**src/sv/vsf_dly.sv**
```systemverilog
// Enable-gated delay line that carries side data alongside a divider.
// Depends on nothing.
module vsf_dly #(
  parameter int W = 8,
  parameter int D = 2
) (
  input  logic         clk_i,
  input  logic         en_i,
  input  logic [W-1:0] d_i,
  output logic [W-1:0] q_o
);

  logic [W-1:0] pipe_q [D];

  // Shift one place per advance
  always_ff @(posedge clk_i) begin
    if (en_i) begin
      pipe_q[0] <= d_i;
      for (int i = 1; i < D; i++) begin
        pipe_q[i] <= pipe_q[i-1];
      end
    end
  end

  assign q_o = pipe_q[D-1];

endmodule

```
**config.mk**
```make
export PLATFORM = sky130hd
export DESIGN_NAME = vsf_dly
export DESIGN_NICKNAME = d
export VERILOG_FILES = /design/src/sv/vsf_dly.sv
export SDC_FILE = /design/constraint.sdc
export NUM_CORES = 1
export LEC_CHECK = 0
export BUFFER_PORTS_ARGS = -buffer_cell sky130_fd_sc_hd__buf_2
export CAP_MARGIN = 40
export CORE_AREA = 10 10 47 49
export CTS_CLUSTER_DIAMETER = 40
export DETAILED_ROUTE_END_ITERATION = 8
export DIE_AREA = 0 0 57 59
export PLACE_DENSITY = 0.77
export SYNTH_ARGS = -nofsm -noshare
export SYNTH_HDL_FRONTEND = slang
export SYNTH_SLANG_ARGS = --single-unit
```
**constraint.sdc**
```tcl
create_clock -name clk_i -period 0.8 [get_ports clk_i]
set_clock_uncertainty 0.05 [all_clocks]
set_input_delay 0.2 -clock clk_i [delete_from_list [all_inputs] [get_ports clk_i]]
set_output_delay 0.2 -clock clk_i [all_outputs]
set_load 0.1 [all_outputs]
```
* After elaboration in Yosys (flattened, before gate mapping)
Memory sizes are Yosys's and may differ from the RTL's. Index checks and enable logic that the tools add are counted.
Storage, ports and cells: flip-flop bits (word level) 0, latch bits 0, bits in writable memories 16, bits in read-only memories 0, output and inout bits 8, memories kept 1
Operators by class: add/sub/neg operators 0, multiply operators 0, divide/modulo/power cells 0, $lt $le $gt $ge 0, equality and inequality tests 0, shifts and indexed selects 0, multiplexer cells 2, bitwise operators 0, reduce and logical (&&, ||, !) cells 0
Memories:
- pipe_q | depth 2, width 8, rd ports 2, clocked after Yosys merged registers in 0, wr ports 2, line 13 | logic [W-1:0] pipe_q [D];
Operator list (count):
- $mux 1 | 2

* Longest topological paths before layout
depth in word-level cells 2, gate-level depth with buffers 1

* Least setup slack after synthesis
No wires, ideal clock.
path type register -> output, from memory pipe_q[1][0], in the netlist pipe_q[0][8], to output q_o[0], arrival 0.575 ns, required time 0.550 ns, slack -0.025 ns, cell stages (with the launch flop) 2, buffers on the path 1, cells stage by stage edfxtp_1 -> buf_4
RTL lines:
- from (decl) | line 13
- to (decl) | line 10 | output logic [W-1:0] q_o

==> metrics <==
Post-Synth Simple-Gate Area 0%; CTS tree done; Post-CTS Resized 0; Tcrit/Tclk final 141%; worst vdd ir 1200 uV; area of the multi-input gates 0 sq um; Reg with most FFs pipe_q; max reg flops 16; crit-path cells buf_12; Overflow after GRT 0; I/O pin count 18; critical path type flop to output port; hold path startpoint d_i[0]; number of cells on the critical path 1; Clock Power Share 22.3%; commonest non-fill, non-tap cell in the layout edfxtp_1; Port-buffer cells 17; Final min period 1.13 ns; vias in the first global route 220; Initial Util 38.6%; total power 1.76 mW; setup ws final -0.331 ns; pre-CTS WS -0.0383 ns; Psw 0.465 mW; CTS sink cnt 16; FMAX 884 MHz; Register-to-Register Path Depth 0; worst setup path endpoint q_o[7]; hold slack final 0.0472 ns; Rel. slew slack 92.3%; TritonRoute pass-1 iters 3; R2R Path End pipe_q[0][11]; synth-to-layout area growth 39.1%; Worst Max-Slew Pin Slew 0.115 ns; final instance area 752 sq um; crit path buf inv count 1; Syn Area/Cell 22.5 sq um; Flop pwr share 57.9%; WP data arrival 0.88 ns; max-slew violations 0; Multi-Input Combinational 0; Avg WL per Cell 11.7 microns; Antenna Violating Nets Remaining 0; Slowest cell on crit path edfxtp_1; worst-path maximum fanout 1; RePlAce Congestion 0.589; CP top delay family flip-flops; Slowest Stage Delay on Critical Path 0.42 ns; status finished, violations left; fin cells 54; DRC viols 0; Post-Route WL 632 microns; mux share of post-synthesis cell area 0%; Worst Setup Start Kind flop; Gate power share 19.8%; via count 217; setup slack, reg-to-reg 0.12 ns; placed cell area 726 sq um; sequential-to-total area share from yosys stat 88.9%; biggest regs pipe_q x16; fraction of power spent switching nets 26.4%; dpl cells 50; PD cells 2350 nW/um^2; main combinational cell family by area after synthesis buffers and inverters; layout cells sized above 1 55.3%; initial antenna violation count 0; Synthesized Nets 34; highest-count cells in the layout ignoring fill and taps 16 x edfxtp_1, 9 x buf_2, 9 x buf_12; die area 3360 sq um; compound-cell area share of the yosys netlist 0%; Int Power 1.30 mW; Yosys warnings 0; worst r2r src pipe_q[0][3]; Mapped Area 541 sq um; Max Root-Sink Buffers 2; row cnt 14; # H-tree levels 1; failing checks setup timing; root buffer cell clkbuf_4; post-synthesis adder-cell area fraction 0%; Clock Latency Late Sink 0.27 ns; Mapped Cells 24; largest net degree at the start of global routing 17; endpoints failing setup 8; Required @ worst endpoint 0.55 ns; CP Launch Point pipe_q[0][15]; Final Hold Viols 0; synthesized flop and latch total 16; # diodes 0; worst hold path class input port to flop; post-synthesis xor/xnor area fraction 0%; 1st-iter DRT viols 5; Synth cell types 2; Die Y 59 microns; Critical Path Sink Type output port; Max Cap Viol 0; GRT Util Overall 3.95%; Vias/cell 4.02; unrepaired setup endpoints after global routing true; Leak 0.292 nW; Die Wd 57 microns; total CTS buffers 3; Core ar. 1400 sq um; global-route wire length before repair 1.00 mm; NumNets Final 49; clock slew at reported path FFs 0.08 ns
==> cell type report <==
cell class,instances,area (sq um)
fill,120,649
sequential,16,480
timing repair buffer,18,225
clock buffer,3,22.5
tap,16,20.0
clock inverter,1,3.75
==> how the worst min path moves through the flow <==
stage | to | slack [ns] | cells past startpoint
floorplan | pipe_q[0][0] | 0.25 | 0
global placement | pipe_q[0][5] | 0.33 | 1
detailed placement | pipe_q[0][6] | 0.33 | 1
CTS | pipe_q[0][0] | 0.04 | 1
global route | pipe_q[0][5] | 0.02 | 1
finish | pipe_q[0][0] | 0.05 | 1
==> metrics by stage <==
step	TNS, ns	util (%)
final	-2.61	53.7
after global routing	-2.97	53.7
after CTS	-2.72	53.7
after detailed placement	-0.261	51.8
after global placement	-0.259	51.8
after floorplan	0	-
==> synthesized netlist by cell type <==
cell type / count / area share (%)
buf_4: 8 / 11
edfxtp_1: 16 / 89
==> what timing repair did <==
item / 4_1_cts / 5_1_grt
pin swaps: 0 / 0
setup buffers: 0 / 0
hold buffers: 0 / 0
endpoints found under the setup margin: 8 / 8
==> power groups by stage <==
stage	Combinational [mW]	Clock (mW)	Sequential [mW]
final	0.349	0.393	1.02
after global routing	0.358	0.463	1.03
after CTS	0.353	0.410	1.02
after detailed placement	0.353	0	1.04
after global placement	0.351	0	1.04
after floorplan	0.252	0	1.03
==> kinds of logic (layout without fill, tap and decap cells) <==
kind of cell | count (synthesis) | after routing
flip-flops | 16 | 16
buffers and inverters | 8 | 22
==> per-layer routing <==
layer | wire length (microns) | global-route usage, % | up-vias
li1 | - | - | 110
met1 | 259 | 3.59 | 93
met2 | 273 | 5.27 | 12
met3 | 87 | 3.22 | 2
met4 | 12 | 4.03 | 0
met5 | 0 | 0 | -
Power figures use the tool's default switching activity.
